**config.mk**
```make
export PLATFORM = sky130hd
export DESIGN_NAME = p1305_tag
export DESIGN_NICKNAME = d
export VERILOG_FILES = /design/src/p1305_pkg.sv /design/src/p1305_tag.sv
export SDC_FILE = /design/constraint.sdc
export NUM_CORES = 1
export LEC_CHECK = 0
export ABC_AREA = 1
export BUFFER_PORTS_ARGS = -buffer_cell sky130_fd_sc_hd__buf_2
export CAP_MARGIN = 20
export CELL_PAD_IN_SITES_DETAIL_PLACEMENT = 1
export CELL_PAD_IN_SITES_GLOBAL_PLACEMENT = 1
export CORE_MARGIN = 2
export CORE_UTILIZATION = 40
export DETAILED_ROUTE_END_ITERATION = 8
export PLACE_DENSITY_LB_ADDON = 0.1
export SYNTH_ARGS = -nofsm -noshare
export SYNTH_HDL_FRONTEND = slang
export SYNTH_SLANG_ARGS = --single-unit
```
**constraint.sdc**
```tcl
create_clock -name clk -period 7 [get_ports clk]
set_input_delay 0.35 -clock clk [delete_from_list [all_inputs] [get_ports clk]]
set_output_delay 0.35 -clock clk [all_outputs]
set_load 0.02 [all_outputs]
```
**src/p1305_pkg.sv**
```systemverilog
package p1305_pkg;

  localparam int NumLimbs = 5;
  localparam int LimbW    = 26;
  localparam int HLimbW   = 27;
  localparam int AccW     = 28;
  localparam int SLimbW   = 29;
  localparam int ProdW    = 57;
  localparam int SumW     = 64;
  localparam int MsgW     = 129;
  localparam int KeyW     = 128;
  localparam int CfgW     = 64;
  localparam int CfgIdxW  = 3;

  localparam logic [CfgIdxW-1:0] RegKeyRLow   = 3'd0;
  localparam logic [CfgIdxW-1:0] RegKeyRHigh  = 3'd1;
  localparam logic [CfgIdxW-1:0] RegKeyPadLow = 3'd2;
  localparam logic [CfgIdxW-1:0] RegKeyPadHi  = 3'd3;

  localparam logic [KeyW-1:0] ClampMask = 128'h0ffffffc0ffffffc0ffffffc0fffffff;

  localparam logic KindStart = 1'b0;

  typedef logic [HLimbW-1:0] hlimb_t;
  typedef hlimb_t [NumLimbs-1:0] hvec_t;

  typedef struct packed {
    logic            start;
    logic            absorb;
    logic            last;
    logic [MsgW-1:0] msg;
  } blk_t;

  typedef struct packed {
    logic  launch;
    hvec_t h;
  } tag_req_t;

endpackage

```
**src/p1305_tag.sv**
```systemverilog
module p1305_tag (
  input  logic                  clk,
  input  logic                  rst_n,
  input  p1305_pkg::tag_req_t   tag_req,
  input  logic [127:0]          key_pad,
  output logic                  tag_busy,
  output logic                  out_valid,
  input  logic                  out_stall,
  output logic [127:0]          tag
);
  import p1305_pkg::*;

  localparam logic [2:0] TG_IDLE  = 3'd0;
  localparam logic [2:0] TG_PASS1 = 3'd1;
  localparam logic [2:0] TG_PASS2 = 3'd2;
  localparam logic [2:0] TG_JOIN  = 3'd3;
  localparam logic [2:0] TG_SEL   = 3'd4;
  localparam logic [2:0] TG_PAD   = 3'd5;

  logic [2:0]   st_r, st_nxt;
  logic         valid_r, valid_nxt;
  hvec_t        h_r;
  logic [131:0] v_r;
  logic [131:0] g;
  logic [127:0] res_r;
  logic [127:0] tag_r;

  function automatic hvec_t carry_pass(input hvec_t hi);
    hvec_t       ho;
    logic [31:0] w;
    logic [31:0] c;
    begin
      ho = hi;
      c  = 32'(ho[1]) >> LimbW;
      ho[1] = HLimbW'(ho[1][LimbW-1:0]);
      for (int k = 2; k < NumLimbs; k++) begin
        w     = 32'(ho[k]) + c;
        ho[k] = HLimbW'(w[LimbW-1:0]);
        c     = w >> LimbW;
      end
      w     = 32'(ho[0]) + (c << 2) + c;
      ho[0] = HLimbW'(w[LimbW-1:0]);
      ho[1] = ho[1] + HLimbW'(w >> LimbW);
      carry_pass = ho;
    end
  endfunction

  assign g = v_r + 132'd5;

  always_comb begin
    st_nxt    = st_r;
    valid_nxt = valid_r && out_stall;
    case (st_r)
      TG_IDLE:  if (tag_req.launch) st_nxt = TG_PASS1;
      TG_PASS1: st_nxt = TG_PASS2;
      TG_PASS2: st_nxt = TG_JOIN;
      TG_JOIN:  st_nxt = TG_SEL;
      TG_SEL:   st_nxt = TG_PAD;
      TG_PAD: begin
        st_nxt    = TG_IDLE;
        valid_nxt = 1'b1;
      end
      default:  st_nxt = TG_IDLE;
    endcase
  end

  assign tag_busy  = (st_r != TG_IDLE) || valid_r;
  assign out_valid = valid_r;
  assign tag       = tag_r;

  always_ff @(posedge clk) begin
    if (!rst_n) begin
      st_r    <= TG_IDLE;
      valid_r <= 1'b0;
    end else begin
      st_r    <= st_nxt;
      valid_r <= valid_nxt;
    end
  end

  always_ff @(posedge clk) begin
    case (st_r)
      TG_IDLE:  if (tag_req.launch) h_r <= tag_req.h;
      TG_PASS1: h_r <= carry_pass(h_r);
      TG_PASS2: h_r <= carry_pass(h_r);
      TG_JOIN: begin
        v_r <= {2'b00, h_r[4][LimbW-1:0], h_r[3][LimbW-1:0], h_r[2][LimbW-1:0],
                h_r[1][LimbW-1:0], h_r[0][LimbW-1:0]}
               + (132'(h_r[1][LimbW]) << (2 * LimbW));
      end
      // value is below 2p here, one conditional subtract of p
      TG_SEL:   res_r <= (g[131:130] != 2'b00) ? g[127:0] : v_r[127:0];
      TG_PAD:   tag_r <= res_r + key_pad;
      default: begin
      end
    endcase
  end

endmodule

```
==> impl_results.md <==
* Layout area overhead at 19.01%
* Row count at around 120
* Die height at roughly 320 um
* Comb pwr share at 24.6%
* Worst Max-Slew Pin Slew at about 1.2 ns
* CP peak stage delay at roughly 0.4 ns
* Remaining global-route overflow at 0
* Setup-failing EPs final at 0
* WL/cell at 25.48 um
* Setup TNS at 0 ns
* Post-synth cell types at 49
* Slew HR at about 16%
* CTS buffer count at 60
* Top cells by area in the synthesized netlist: edfxtp_1 38%, nand2_1 18%, inv_1 7.1%
* Slew Limit Fails at 0
* M2 GR Usage at about 64%
* Bufs and invs on worst path at 7
* Cell area power density at between 200 and 250 mW/mm^2
* Starting Density at around two fifths
* CP delay by family, top: simple AND/OR/NAND/NOR gates
* Iter 0 DRT Violations at around 3.3k
* Status: finished, final reports clean
* Syn Area/Cell at between 7 and 8 um^2
* Layout cells sized above 1 at about an eighth
* CP max-delay cell: edfxtp_1
* Sw Ratio at 34.67%
* I/O Pins at just under 400
* Pleak at approximately 21 nW
* DR pass1 iterations at 6
* CP Class: reg2reg
* Root Driver: clkbuf_16
* Drt drc at 0
* Initial antenna violation count at 3
* Met3 usage in global routing at between 3 and 4%
* Sequential share of the synthesized area at approximately two fifths
* Seq cells post-synth at approximately 530
* Max Clock Skew at 0.04594 ns
* Syn Inst Count at about 5.8k
* Final Critical Period at roughly 7.0 ns
* Clock transition at path regs at 0.07 ns
* Insertion delay to the later sink of the worst-skew pair at around 0.71 ns
* FMAX at roughly 0.14 GHz
* GR Util met1 at between 40% and 50%
* Full die area at roughly 0.10 mm^2
* Cells after DPL at roughly 7.6k
* Cell-internal power at between 6 and 7 mW
* Synth Cell Area at 0.04095 mm^2
* RSZ-0062 raised after global routing: true
* Synthesis warning total at 0
* Cell taking the most area after synthesis: edfxtp_1
* Min Hold Slack at 0.001935 ns
* Worst min path class: in2reg
* Final period util at about 100%
* Arr. time, crit path at 7.39 ns
* Yosys top cell area share at 38.28%
* Worst endpoint required time at ~7.4 ns
* Finished Layout Cells at just under 8k
* First-pass GRT wire length at roughly 290000 um
* Detailed Place HPWL at around 170000 um
* IO Port Bufs at 396
* Final hold violation count at 0
* Global routing's busiest layer: met2
* Die width at 324.0 um
* Number of global-route vias before repair at ~44k
* Sink Count at around 530
* CTS tree: built
* Clock Path Buffers at 3
* Crit end category: flip-flop
* Most numerous cell on the critical path: nor2_4
* Number of fill cells in the layout at 13.11k
* Final worst slack at around 0.025 ns
* Max-cap violations at 0
* Net Sw Power at approximately 3.5 mW
* Maximum VDD drop at 0.4338 mV
* Vias at roughly 43k
* Largest net degree at the start of global routing at 136
* H-tree Lvls at 2
* CORE AREA at a little over 0.1 mm^2
* Seq pwr share at 43.1%
* Clock share of power at roughly 32%
* ANT nets after route at 0
* GP Congestion at 1.042
* Critical Path Start Type: flip-flop
* DR vias/cell at 5.439
* Fin nets at just under 7k
* CP Max Fanout at 4
* Wirelength, routed at 201200 um
* Syn Nets at 6240
* Setup slack at placement at -0.3891 ns
* Global Route Usage Sum at between 30 and 40%
* Total power at 10.15 mW
## timing repair
item / in CTS / in global routing
endpoints found under the setup margin: 16 / 24
endpoints found under the hold margin: 104 / 0
hold buffers: 103 / 0
resized for setup: 37 / 49
pin swaps: 21 / 32
buffers inserted: 58 / 18
## Yosys cell counts (all sizes together)
library cell / count
dfxtp: 4
a21boi: 1
a211oi: 1
o31ai: 4
buf: 44
fa: 5
a31oi: 12
o21ai: 209
a21o: 2
or2: 15
a21oi: 233
o211ai: 1
nor4: 28
nor3: 172
xor2: 238
clkbuf: 33
nor3b: 4
ha: 139
xnor2: 80
nand3: 351
edfxtp: 522
nor2: 741
and2: 6
o21a: 13
nand3b: 26
o21bai: 21
nand2: 2057
inv: 782
nand4: 83
and3: 2
## worst register-to-register path: cells and delay by family (launching register included)
| kind | cells | cell delay, ns |
|---|---|---|
| fa+ha+maj | 8 | 1.91 |
| simple gates | 23 | 2.72 |
| buf+inv | 7 | 0.72 |
| flops | 1 | 0.40 |
| compound gates | 2 | 0.26 |
| xor+xnor | 4 | 0.70 |
## final cells by class
cell class	count	area [um^2]	area share [%]
clock inverters	42	464.2	0.9525
multi-input cells	4444	22040	45.22
well taps	1368	1712	3.512
repair buffers	666	4299	8.822
diodes	1	2.502	0.005135
clock buffers	66	1524	3.127
inverters	782	2938	6.028
flip-flops and latches	526	15760	32.33
## kinds of logic after synthesis
logic type	Yosys count	synth area share [%]
flip-flops	526	38.47
XOR/XNOR	318	6.802
buffers and inverters	859	8.662
AND/OR/NAND/NOR	3485	35.19
AO/OA/AOI/OAI	497	6.383
adder cells (fa/ha/maj)	144	4.492
## stage by stage
step | cell area (um^2) | util [%]
CTS | 48410 | 47.65
global route | 48730 | 47.97
floorplan | 40960 | -
global placement | 44830 | 44.13
finish | 48730 | 47.97
detailed placement | 44830 | 44.13
## placed cells by master (no fill, tap or decap), types with 5 or more instances in the layout
cell type	count
nand3_1	343
edfxtp_1	522
and2_1	6
o21a_1	13
nor4_1	27
bufinv_16	8
buf_4	163
nand2_2	52
xnor2_1	79
ha_4	5
nor2_2	16
nand4_1	82
nand3b_1	26
nand3_2	5
buf_2	396
inv_2	11
clkbuf_16	60
dlygate4sd3_1	103
o21bai_1	21
nand2_1	2000
or2_2	14
clkinv_2	9
clkinv_1	12
inv_1	770
clkbuf_1	6
ha_1	132
nor2_4	17
nor3_2	13
nor3_1	158
nor2_1	708
xor2_1	237
o21ai_0	205
a31oi_1	12
nand2_4	5
a21oi_1	230
## per-layer routing
metal  wire length (um)  up-vias  part of all wire, %
met5                 27        -                0.013
met4              14870        4                  7.4
met3               9709      458                  4.8
met2              95220     1559                   47
met1              81360    20820                   40
li1                   -    20100                    -
## path summary, 6_finish.rpt
path | cells past startpoint | to | from | slack [ns]
max | 44 | h_r[49] | h_r[53] | 0.03
min reg2reg | 2 | out_valid | out_valid | 0.50
max reg2reg | 44 | h_r[49] | h_r[53] | 0.03
min | 3 | h_r[57] | tag_req[57] | 0.002
## power by group through the flow
stage	clock (mW)	combinational, mW	sequential, mW
CTS	3.29	2.36	4.33
finish	3.27	2.50	4.38
global route	3.39	2.70	4.40
detailed placement	0	2.26	4.40
floorplan	0	1.38	4.26
global placement	0	2.21	4.37
## flip-flops by register name (all words and copies together), names as in the netlist
register	count
h_r	135
out_valid	1
res_r	128
st_r	3
tag	128
v_r	131
Note: power is estimated with default switching activity, not from simulation.
