<file path="config.mk">
export PLATFORM = sky130hd
export DESIGN_NAME = p1305_front
export DESIGN_NICKNAME = d
export VERILOG_FILES = /design/src/p1305_pkg.sv /design/src/p1305_front.sv
export SDC_FILE = /design/constraint.sdc
export NUM_CORES = 1
export LEC_CHECK = 0
export BUFFER_PORTS_ARGS = -buffer_cell sky130_fd_sc_hd__clkbuf_2
export CORE_UTILIZATION = 50
export CTS_CLUSTER_SIZE = 25
export DETAILED_ROUTE_END_ITERATION = 7
export PLACE_DENSITY = 0.72
export SYNTH_ARGS = -nofsm -noshare
export SYNTH_HDL_FRONTEND = slang
export SYNTH_SLANG_ARGS = --single-unit
</file>
<file path="constraint.sdc">
create_clock -name clk -period 4.5 [get_ports clk]
set_clock_uncertainty 0.15 [all_clocks]
set_input_delay 0.45 -clock clk [delete_from_list [all_inputs] [get_ports clk]]
set_output_delay 0.45 -clock clk [all_outputs]
set_load 0.02 [all_outputs]
</file>
<file path="src/p1305_pkg.sv">
package p1305_pkg;

  localparam int NumLimbs = 5;
  localparam int LimbW    = 26;
  localparam int HLimbW   = 27;
  localparam int AccW     = 28;
  localparam int SLimbW   = 29;
  localparam int ProdW    = 57;
  localparam int SumW     = 64;
  localparam int MsgW     = 129;
  localparam int KeyW     = 128;
  localparam int CfgW     = 64;
  localparam int CfgIdxW  = 3;

  localparam logic [CfgIdxW-1:0] RegKeyRLow   = 3'd0;
  localparam logic [CfgIdxW-1:0] RegKeyRHigh  = 3'd1;
  localparam logic [CfgIdxW-1:0] RegKeyPadLow = 3'd2;
  localparam logic [CfgIdxW-1:0] RegKeyPadHi  = 3'd3;

  localparam logic [KeyW-1:0] ClampMask = 128'h0ffffffc0ffffffc0ffffffc0fffffff;

  localparam logic KindStart = 1'b0;

  typedef logic [HLimbW-1:0] hlimb_t;
  typedef hlimb_t [NumLimbs-1:0] hvec_t;

  typedef struct packed {
    logic            start;
    logic            absorb;
    logic            last;
    logic [MsgW-1:0] msg;
  } blk_t;

  typedef struct packed {
    logic  launch;
    hvec_t h;
  } tag_req_t;

endpackage

</file>
<file path="src/p1305_front.sv">
module p1305_front (
  input  logic                  clk,
  input  logic                  rst_n,
  input  logic                  in_valid,
  output logic                  in_stall,
  input  logic                  in_kind,
  input  logic [63:0]           in_word_low,
  input  logic [63:0]           in_word_high,
  input  logic [4:0]            in_byte_count,
  input  logic                  in_last,
  output logic                  q_valid,
  output p1305_pkg::blk_t       q_data,
  input  logic                  q_pop
);
  import p1305_pkg::*;

  localparam int Depth = 2;

  blk_t         blk;
  blk_t         q_r [Depth];
  logic         wr_ptr_r, wr_ptr_nxt;
  logic         rd_ptr_r, rd_ptr_nxt;
  logic [1:0]   cnt_r, cnt_nxt;
  logic         push;
  logic [127:0] word;
  logic [6:0]   sh;
  logic [127:0] mask;

  // turn the item into a padded 129-bit block
  always_comb begin
    word       = {in_word_high, in_word_low};
    sh         = {in_byte_count[3:0], 3'b000};
    mask       = (128'd1 << sh) - 128'd1;
    blk.last   = in_last;
    blk.start  = (in_kind == KindStart);
    blk.absorb = 1'b1;
    blk.msg    = {1'b1, word};
    if (in_kind != KindStart && !in_byte_count[4]) begin
      if (in_byte_count == 5'd0) begin
        blk.absorb = 1'b0;
      end else begin
        blk.msg = {1'b0, (word & mask) | (128'd1 << sh)};
      end
    end
  end

  assign in_stall = (cnt_r == 2'(Depth));
  assign push     = in_valid && !in_stall;
  assign q_valid  = (cnt_r != 2'd0);
  assign q_data   = q_r[rd_ptr_r];

  always_comb begin
    wr_ptr_nxt = push  ? ~wr_ptr_r : wr_ptr_r;
    rd_ptr_nxt = q_pop ? ~rd_ptr_r : rd_ptr_r;
    cnt_nxt    = cnt_r + 2'(push) - 2'(q_pop);
  end

  always_ff @(posedge clk) begin
    if (!rst_n) begin
      wr_ptr_r <= 1'b0;
      rd_ptr_r <= 1'b0;
      cnt_r    <= 2'd0;
    end else begin
      wr_ptr_r <= wr_ptr_nxt;
      rd_ptr_r <= rd_ptr_nxt;
      cnt_r    <= cnt_nxt;
    end
  end

  always_ff @(posedge clk) begin
    if (push) begin
      q_r[wr_ptr_r] <= blk;
    end
  end

endmodule

</file>
==> results.md, run 1 <==
* Sw Share at roughly a quarter
* Hpwl dp at 15,000 microns
* Ys async rst share at 0%
* Avg Cell Area, Syn at 17.1 sq um
* Synth unique cells at 46
* Top cell type by total area after synthesis: edfxtp_1
* HP Class: input port to register
* Worst-path clk slew at 60 ps
* Flops & latches, synth at 269
* Layout cells sized above 1 at about half
* Setup CP Type: register to output port
* Tot Pwr at between 6 and 7 mW
* Initial antenna violation count at 2
* Post-Synthesis Cell Area at between 0.01 and 0.015 sq mm
* CTS tree: yes
* Final Setup Violations at 0
* Sequential share of power at a little under half
* I/O pins at 273
* Vias in the first global route at approximately 6,300
* Initial Utilization at approximately half
* Slew Viols, Final at 0
* Tmin final at between 2000 and 3000 ps
* Post-synth EDFFs at between 200 and 300
* Synth Flop Type: edfxtp_1
* Antenna Nets Post-Route at 0
* Syn. warnings at 0
* Die Wd at between 150 and 200 microns
* Inserted Clock Buffers at 29
* Fin crit share at around 62%
* Max clock buf depth at 3
* Die area at ~0.023 sq mm
* IO Port Bufs at 272
* Via count at between 6,000 and 7,000
* CP Max Fanout at 60
* Gpl congestion at around 0.77
* Total number of placement rows at 53
* Path depth of the worst reg2reg path at 5
* Drt wl/cell at roughly 18 microns
* Core Area at 0.0214 sq mm
* Drt total wl at ~23,000 microns
* Worst-skew pair later-pin latency at 540 ps
* Worst endpoint required time at ~3900 ps
* Filler cell count at approximately 1,600
* DRC errors left at 0
* CTS HTree Levels at 1
* Synth top area cells: edfxtp_1 (72%), mux2_2 (13%), and2_1 (4.9%)
* Total grt overflow at 0
* Register area share after synthesis at 72.7%
* Arrival @ worst endpoint at between 2000 and 2500 ps
* Die Ht at roughly 150 microns
* Clock power share at 36.0%
* DRT iter0 DRCs at between 200 and 300
* Largest net degree at the start of global routing at 73
* Count leader, synth: edfxtp_1
* Outcome: complete, no violations
* Synth top area share at a little under three quarters
* Area of the multi-input gates at ~0.0028 sq mm
* Reg area at 0.00803 sq mm
* Max VDD drop at 319 uV
* All-layer global routing usage at between 10% and 20%
* Post-CTS Setup Repair Bufs at 0
* Max Fclk at around 360 MHz
* LEAKAGE at 5.23 nW
* Cts repair resizes at 0
* Worst slew margin at between 30% and 40%
* First-pass GRT wire length at about 33,000 microns
* Hold depth at 3
* Syn Nets at 787
* Int Power at between 4 and 5 mW
* Crit path capture type: output port
* Worst slew pin tran at between 900 and 1000 ps
* Sink Count at ~270
* Root Driver: clkbuf_16
* Startpoint types: register
* Cell count after synthesis at approximately 650
* Logic pwr share at about 16%
* Total Nets Final at between 1,000 and 1,500
* Pwr dens at about 470 mW/mm^2
* RSZ-0062 raised after global routing: false
* Area Overhead vs Synth at 24.3%
* Maxcap violations at 0
* Setup TNS at 0 ps
* Final hold vios at 0
* Sw power at roughly 1.6 mW
* First-pass detailed-route iteration total at 4
* Vias per inst at approximately 5
* Most frequent cells after synthesis: edfxtp_1 (264), mux2_2 (132), and2_1 (86)
-- registers in the layout, summed over array words and instances (netlist names), named ones only --
name	count
wr_ptr_r	1
rd_ptr_r	1
q_r	264
cnt_r	2
-- layout make-up --
class	instances	area share, %
Antenna cell	3	0.0547
Clock buffer	32	5.37
Clock inverter	22	1.55
Inverter	12	0.365
Multi-Input combinational cell	330	20.4
Sequential cell	269	58.5
Tap cell	275	2.51
Timing Repair Buffer	290	11.3
-- layout by cell type, fill, tap and decap left out, drive strengths merged, types with 3 or more instances in the layout --
cell type / Yosys / routed
nand2: 9 / 9
diode: 0 / 3
a21oi: 6 / 6
nor3: 5 / 5
o211ai: 3 / 3
dfxtp: 5 / 5
xor2: 3 / 3
o2bb2ai: 3 / 3
nand2b: 3 / 3
mux2: 132 / 132
and2: 86 / 86
nor2: 5 / 5
o21ai: 10 / 10
dlygate4sd3: 0 / 10
o31ai: 3 / 3
nand3: 10 / 10
edfxtp: 264 / 264
inv: 12 / 13
clkbuf: 11 / 304
ha: 3 / 3
bufinv: 0 / 4
nor2b: 23 / 23
clkinv: 0 / 16
buf: 23 / 8
-- per-stage QoR --
| stage | worst slack [ps] | cell area (sq um) | utilization, % | std cells | hold slack, ps |
|---|---|---|---|---|---|
| after global routing | 1630 | 13700 | 64.3 | 1232 | 42.6 |
| after CTS | 1680 | 13700 | 64.2 | 1230 | 36.1 |
| after floorplan | 300 | 11000 | - | 645 | 308 |
| after detailed placement | 1550 | 12700 | 59.3 | 1166 | 334 |
| final | 1710 | 13700 | 64.3 | 1233 | 53.6 |
| after global placement | 1640 | 12700 | 59.3 | 1166 | 331 |
-- critical path: stages (launching register included) --
cell and delay, ps:
dfxtp_4 350, buf_4 630, mux2_2 440, clkbuf_2 170
-- repair_timing --
| item | in CTS | in global routing |
|---|---|---|
| endpoints found under the setup margin | 0 | 0 |
| hold buffers | 10 | 0 |
| hold endpoints to repair | 19 | 0 |
-- power groups by stage --
stage          Sequential, mW  Combinational [mW]  Clock, mW
6_report                 3.10                1.06       2.34
5_1_grt                  3.12                1.14       2.47
4_1_cts                  3.10                1.08       2.38
3_5_place_dp             3.15                1.06          0
3_3_place_gp             3.14                1.06          0
2_1_floorplan            3.17               0.705          0
-- cells by family after synthesis --
| logic type | share of synthesized area [%] |
|---|---|
| DFF | 72.7 |
| and+or+nand+nor | 8.60 |
| muxes | 13.5 |
| buffers and inverters | 2.01 |
| AOI/OAI and AO/OA | 2.56 |
| xor gates and xnor gates | 0.317 |
| adders and majority gates | 0.340 |
-- per-layer routing --
| metal | vias up | share of wire, % | track usage, % |
|---|---|---|---|
| li1 | 3014 | - | - |
| met1 | 3060 | 41 | 23.7 |
| met2 | 211 | 49 | 33.4 |
| met3 | 41 | 7.3 | 5.06 |
| met4 | 0 | 2.7 | 7.65 |
| met5 | - | 0 | 0 |
-- final timing paths --
path / to / slack (ps) / from
worst max-delay path: q_data[111] / 1710 / register
worst max register to register: q_r[0][60]$_DFFE_PP_ / 1990 / cnt_r[0]$_SDFF_PN0_
worst min-delay path: rd_ptr_r$_SDFFE_PN0P_ / 50 / q_pop
worst min register to register: wr_ptr_r$_SDFFE_PN0P_ / 350 / wr_ptr_r$_SDFFE_PN0P_
Power figures use the tool's default switching activity.
==> run 2: changes to the inputs <==
--- a/config.mk
+++ b/config.mk
@@ -6,7 +6,7 @@
 export NUM_CORES = 1
 export LEC_CHECK = 0
 export BUFFER_PORTS_ARGS = -buffer_cell sky130_fd_sc_hd__clkbuf_2
-export CORE_UTILIZATION = 50
+export CORE_UTILIZATION = 48
 export CTS_CLUSTER_SIZE = 25
 export DETAILED_ROUTE_END_ITERATION = 7
 export PLACE_DENSITY = 0.72
==> constraint.sdc (replaced) <==
create_clock -name clk -period 2.4 [get_ports clk]
set_clock_uncertainty 0.15 [all_clocks]
set_input_delay 0.24 -clock clk [delete_from_list [all_inputs] [get_ports clk]]
set_output_delay 0.24 -clock clk [all_outputs]
set_load 0.02 [all_outputs]
==> run 2 against run 1 <==
First-iteration DRC count grew 11%. Cell count grew 12%. Clock power grew 75%. Via count grew 10%. Largest cell class unchanged. Sequential share of layout area shrank 5.4 points. Register-to-register slack lost 1500 ps. Critical path depth is the same.
==> results.md, run 2 (same netlist as run 1, synthesis figures left out) <==
* Gpl congestion at 0.783 (+1.4%)
* Largest registers: q_r: 264 flops, cnt_r: 2 flops
* Initial antenna violation count at 3 (+1)
* Crit-path cells: buf_16, mux2_2, clkbuf_2
* Drt total wl at 24,900 microns (+9.8%)
* Leading cell type in the layout, fill and taps excluded: clkbuf_2
* Worst hold slack at 107 ps (+53.7 ps)
* Startpoint types: register
* Setup TNS at 0 ps (unchanged)
* Fin crit share at roughly 94%
* Hpwl dp at 15,700 microns (+4.5%)
* Outcome: complete, no violations
* Vias per inst at 5.06 (-1.5%)
* RSZ-0062 raised after global routing: false
* Max VDD drop at 578 uV (+81%)
* Largest net degree at the start of global routing at 91 (+25%)
* Tmin final at approximately 2300 ps
* Worst slew pin tran at 691 ps (-219 ps)
* Max FFs per register at 264 (unchanged)
* Total number of placement rows at 55 (+3.8%)
* All-layer global routing usage at 20.8% (+1.2 points)
* Worst slew margin at 53.8% (+15 points)
* LEAKAGE at 5.81 nW (+11%)
* Final hold vios at 0 (unchanged)
* Max Fclk at about 440 MHz
* CP Max Fanout at 45 (-25%)
* Die Ht at 154 microns (+2.0%)
* Maxcap violations at 0 (unchanged)
* Sw power at 3.12 mW (+89%)
* Inserted Clock Buffers at 28 (-3.4%)
* CTS tree: yes
* Worst endpoint required time at 2010 ps (-1890 ps)
* Sink Count at 269 (unchanged)
* Core Area at 0.0226 sq mm (+5.7%)
* Slew Viols, Final at 0 (unchanged)
* Via count at 6,967 (+10%)
* I/O pins at 273 (unchanged)
* Drt wl/cell at 18.1 microns (-1.8%)
* Sw Share at 25.6% (+0.27 points)
* Finished Layout Cells at 1,378 (+12%)
* CTS HTree Levels at 1 (unchanged)
* DRT iter0 DRCs at 323 (+11%)
* Reg area at 0.00803 sq mm (about the same)
* Antenna Nets Post-Route at 0 (unchanged)
* Crit path capture type: output port
* Worst-path clk slew at 60 ps (about the same)
* HP Class: input port to register
* Vias in the first global route at 7,272 (+15%)
* DRC errors left at 0 (unchanged)
* Area of the multi-input gates at 0.00281 sq mm (+0.45%)
* First-pass detailed-route iteration total at 4 (unchanged)
* Root Driver: clkbuf_16
* Setup CP Type: register to output port
* First-pass GRT wire length at 37,900 microns (+14%)
* Max clock buf depth at 3 (unchanged)
* Die Wd at 154 microns (+2.0%)
* Tot Pwr at 12.2 mW (+87%)
* Logic pwr share at 18.6% (+2.3 points)
* Area Overhead vs Synth at 36.9%
* Filler cell count at 1,574 (-1.2%)
* Pwr dens at 806 mW/mm^2 (+70%)
* Total Nets Final at 1,214 (+13%)
* Max incr delay on CP at 480 ps (-150 ps)
* Arrival @ worst endpoint at 1870 ps (-320 ps)
* Layout cells sized above 1 at 44.7% (-4.7 points)
* Die area at 0.0236 sq mm (+4.1%)
* Sequential share of power at 47.8% (about the same)
* Worst-skew pair later-pin latency at 530 ps (about the same)
* DP Cell Count at 1,187 (+1.8%)
* Largest Register: q_r
* Int Power at 9.07 mW (+87%)
* IO Port Bufs at 272 (unchanged)
* Initial Utilization at 48.9% (-2.8 points)
* Final Setup Violations at 0 (unchanged)
* Worst path slowest cell: dfxtp_4
* Most frequent cells in the layout: clkbuf_2 (272), edfxtp_1 (264), dlygate4sd3_1 (133)
* Total grt overflow at 0 (unchanged)
* Clock power share at 33.6% (-2.4 points)
## run 2: changes by cell type in the layout (fill, tap and decap cells not counted), moves of 4 or more
cell and change:
buf_12 +5, buf_4 +12, clkbuf_1 +5, clkinv_1 -4, clkinv_2 -4, dlygate4sd3_1 +123
## run 2: area by class of cell
class	instances	area share [%]
Multi-Input combinational cell	330	18.6
Timing Repair Buffer	431	19.8
Tap cell	285	2.36
Inverter	12	0.339
Antenna cell	3	0.0497
Clock buffer	37	4.93
Sequential cell	269	53.2
Clock inverter	11	0.770
## run 2: what timing repair did
| action | in CTS | in global routing |
|---|---|---|
| endpoints found under the hold margin | 265 | 0 |
| endpoints found under the setup margin | 0 | 31 |
| gates resized for setup | 0 | 1 |
| setup buffers | 0 | 7 |
| hold buffers | 133 | 0 |
## run 2: metal layers
layer,wire length [microns],global-route usage [%]
met5,0,0
met4,724,7.57
met3,1430,4.06
met2,13000,37.6
met1,9780,24.5
## run 2: stage by stage
step           setup WS [ps]  area, sq um  utilization [%]
6_report                 136        15100             67.0
3_3_place_gp             156        12900             56.9
3_5_place_dp             140        12900             56.9
4_1_cts                 7.75        15000             66.7
5_1_grt                 87.7        15100             67.0
2_1_floorplan           -740        11100                -
## run 2: worst paths after layout
kind | start | to | slack (ps) | cells past startpoint
worst min-delay path | in_byte_count[4] | q_r[1][130]$_DFFE_PP_ | 110 | 4
worst max register to register | cnt_r[0]$_SDFF_PN0_ | q_r[0][131]$_DFFE_PP_ | 450 | 6
worst max-delay path | register | q_data[97] | 140 | 3
worst min register to register | rd_ptr_r$_SDFFE_PN0P_ | register | 360 | 2
## run 2: critical path, delay by kind of cell, from the launching register on
kind                   cells  cell delay, ps
buffers and inverters      2             440
DFF                        1             480
muxes                      1             380
## run 2: power groups by stage
stage	Clock [mW]	Sequential [mW]	Combinational, mW
after floorplan	0	5.91	1.34
after global routing	4.34	5.86	2.42
after detailed placement	0	5.93	2.07
final	4.09	5.83	2.27
after CTS	4.17	5.83	2.26
after global placement	0	5.90	2.05
==> run 3: changes to the inputs <==
--- a/config.mk
+++ b/config.mk
@@ -9,7 +9,7 @@
 export CORE_UTILIZATION = 48
 export CTS_CLUSTER_SIZE = 25
 export DETAILED_ROUTE_END_ITERATION = 7
-export PLACE_DENSITY = 0.72
+export PLACE_DENSITY = 0.85
 export SYNTH_ARGS = -nofsm -noshare
 export SYNTH_HDL_FRONTEND = slang
 export SYNTH_SLANG_ARGS = --single-unit
==> run 3 against run 2 <==
First-iteration DRC count is 33% higher. Combinational power is essentially flat. Routed wire length rose by 9.3%. Setup slack lost 6.0 ps. Sequential share of layout area rose by 0.24 points. Die area stayed put. Core utilization down 0.30 points. Clock power decreased by 2%. Maximum frequency decreased by 0.27%. Worst hold slack worse by 42 ps. Critical path depth did not move. Non-clock buffer count fell by 3. Critical path type unchanged.
==> results.md, run 3 (same netlist as run 1, synthesis figures left out) <==
* RR Startpoint: cnt_r[0]$_SDFF_PN0_
* Die area at 0.0236 sq mm (unchanged)
* Setup CP Type: register to output port
* Worst-path clk slew at 70 ps (about the same)
* Antenna Nets Post-Route at 0 (unchanged)
* Worst slew margin at 58.9% (+5.1 points)
* Gpl congestion at 0.790 (+0.95%)
* Sink Count at 269 (unchanged)
* Hpwl dp at 16,100 microns (+2.6%)
* Die Ht at 154 microns (unchanged)
* Total Nets Final at 1,210 (-0.33%)
* RSZ-0062 raised after global routing: false
* CP Max Fanout at 13 (-71%)
* LEAKAGE at 5.77 nW (-0.67%)
* Final Setup Violations at 0 (unchanged)
* Vias per inst at 5.20 (+2.9%)
* Tot Pwr at 12.1 mW (-0.43%)
* Setup TNS at 0 ps (unchanged)
* Pwr dens at 806 mW/mm^2 (about the same)
* First-pass detailed-route iteration total at 5 (+1)
* Tmin final at 2270 ps (+6.03 ps)
* Via count at 7,154 (+2.7%)
* Max Fclk at 441 MHz (-0.27%)
* Largest net degree at the start of global routing at 99 (+8.8%)
* Die Wd at 154 microns (unchanged)
* DRT iter0 DRCs at 429 (+33%)
* Total number of placement rows at 55 (unchanged)
* Most frequent cells in the layout: clkbuf_2 (272), edfxtp_1 (264), dlygate4sd3_1 (133)
* Final hold vios at 0 (unchanged)
* First-pass GRT wire length at 41,200 microns (+8.7%)
* Vias in the first global route at 7,623 (+4.8%)
* Fin crit share at 94.6% (+0.25 points)
* Worst-skew pair later-pin latency at 520 ps (about the same)
* Startpoint types: register
* HP Class: input port to register
* Placed cell area at 0.0129 sq mm (about the same)
* Core Area at 0.0226 sq mm (unchanged)
* Drt total wl at 27,300 microns (+9.3%)
* Worst endpoint required time at 2010 ps (about the same)
* Largest registers: q_r: 264 flops, cnt_r: 2 flops
* Initial Utilization at 48.9% (unchanged)
* Crit path capture type: output port
* IO Port Bufs at 272 (unchanged)
* Outcome: complete, no violations
* Arrival @ worst endpoint at 1880 ps (about the same)
* Maxcap violations at 0 (unchanged)
* Drt wl/cell at 19.8 microns (+9.5%)
* Filler cell count at 1,516 (-3.7%)
* Hold path startpoint: in_byte_count[4]
* CTS HTree Levels at 1 (unchanged)
* Slew Viols, Final at 0 (unchanged)
* DRC errors left at 0 (unchanged)
* Max FFs per register at 264 (unchanged)
* Leading cell type in the layout, fill and taps excluded: clkbuf_2
* Finished Cell Area at 0.0150 sq mm (-0.46%)
* Initial antenna violation count at 4 (+1)
* Max VDD drop at 567 uV (-1.8%)
* Inserted Clock Buffers at 27 (-3.6%)
* Worst slew pin tran at 616 ps (-75.2 ps)
* All-layer global routing usage at 22.8% (+2.0 points)
* Max clock buf depth at 3 (unchanged)
* Largest Register: q_r
* Layout cells sized above 1 at 44.6% (-0.061 points)
* Root Driver: clkbuf_16
* Area Overhead vs Synth at 36.3%
* I/O pins at 273 (unchanged)
* Total grt overflow at 0 (unchanged)
* CTS tree: yes
* Worst hold slack at 65.2 ps (-42.1 ps)
## run 3: cell count changes in the layout (fill, tap and decap cells not counted), moves of 2 or more
cell        delta
clkinv_1       +4
clkinvlp_4     +2
buf_4          -3
clkbuf_1       -5
## run 3: routing by layer
metal	part of all wire (%)	wire length [microns]	global-route usage, %	up-vias
met5	0	0	0	-
met4	3.9	1050	10.0	0
met3	6.6	1790	4.79	63
met2	53	14400	41.9	300
met1	37	10000	25.4	3508
li1	-	-	-	3283
## run 3: per-stage QoR
| step | std cells | utilization (%) | setup slack, ps |
|---|---|---|---|
| floorplan | 645 | - | -740 |
| global placement | 1190 | 57.0 | 290 |
| detailed placement | 1190 | 57.0 | 239 |
| CTS | 1371 | 66.6 | 26.5 |
| global route | 1375 | 66.7 | 65.5 |
| finish | 1375 | 66.7 | 130 |
## run 3: final cells by class
cell class	count	area [sq um]	share of cell area, %
multi-input cells	330	2810	18.7
inverters	12	51.3	0.341
clock inverters	18	144	0.956
repair buffers	428	2960	19.7
clock buffers	30	687	4.57
diodes	3	7.51	0.0499
well taps	285	357	2.37
flip-flops and latches	269	8030	53.4
## run 3: path summary, 6_finish.rpt
path	slack, ps	depth (start not counted)	endpoint
worst max register to register	410	5	q_r[0][121]$_DFFE_PP_
worst min register to register	360	2	wr_ptr_r$_SDFFE_PN0P_
worst min-delay path	70	4	q_r[1][130]$_DFFE_PP_
worst max-delay path	130	3	q_data[47]
## run 3: report_power, final
part / internal [mW] / switching, mW / leakage (nW)
Clock: 2.27 / 1.74 / 0.402
Sequential: 5.72 / 0.125 / 2.51
Combinational: 0.948 / 1.34 / 2.85
## run 3: what timing repair did
item                                   CTS  global route
hold buffers                           133             0
buffers inserted                         0             1
gates resized for setup                  0             0
setup endpoints to repair                0             9
endpoints found under the hold margin  265             0
## run 3: critical path, cell delays in order (launching register included)
cell and delay (ps):
dfxtp_4 510, buf_4 280, mux2_2 390, clkbuf_2 160
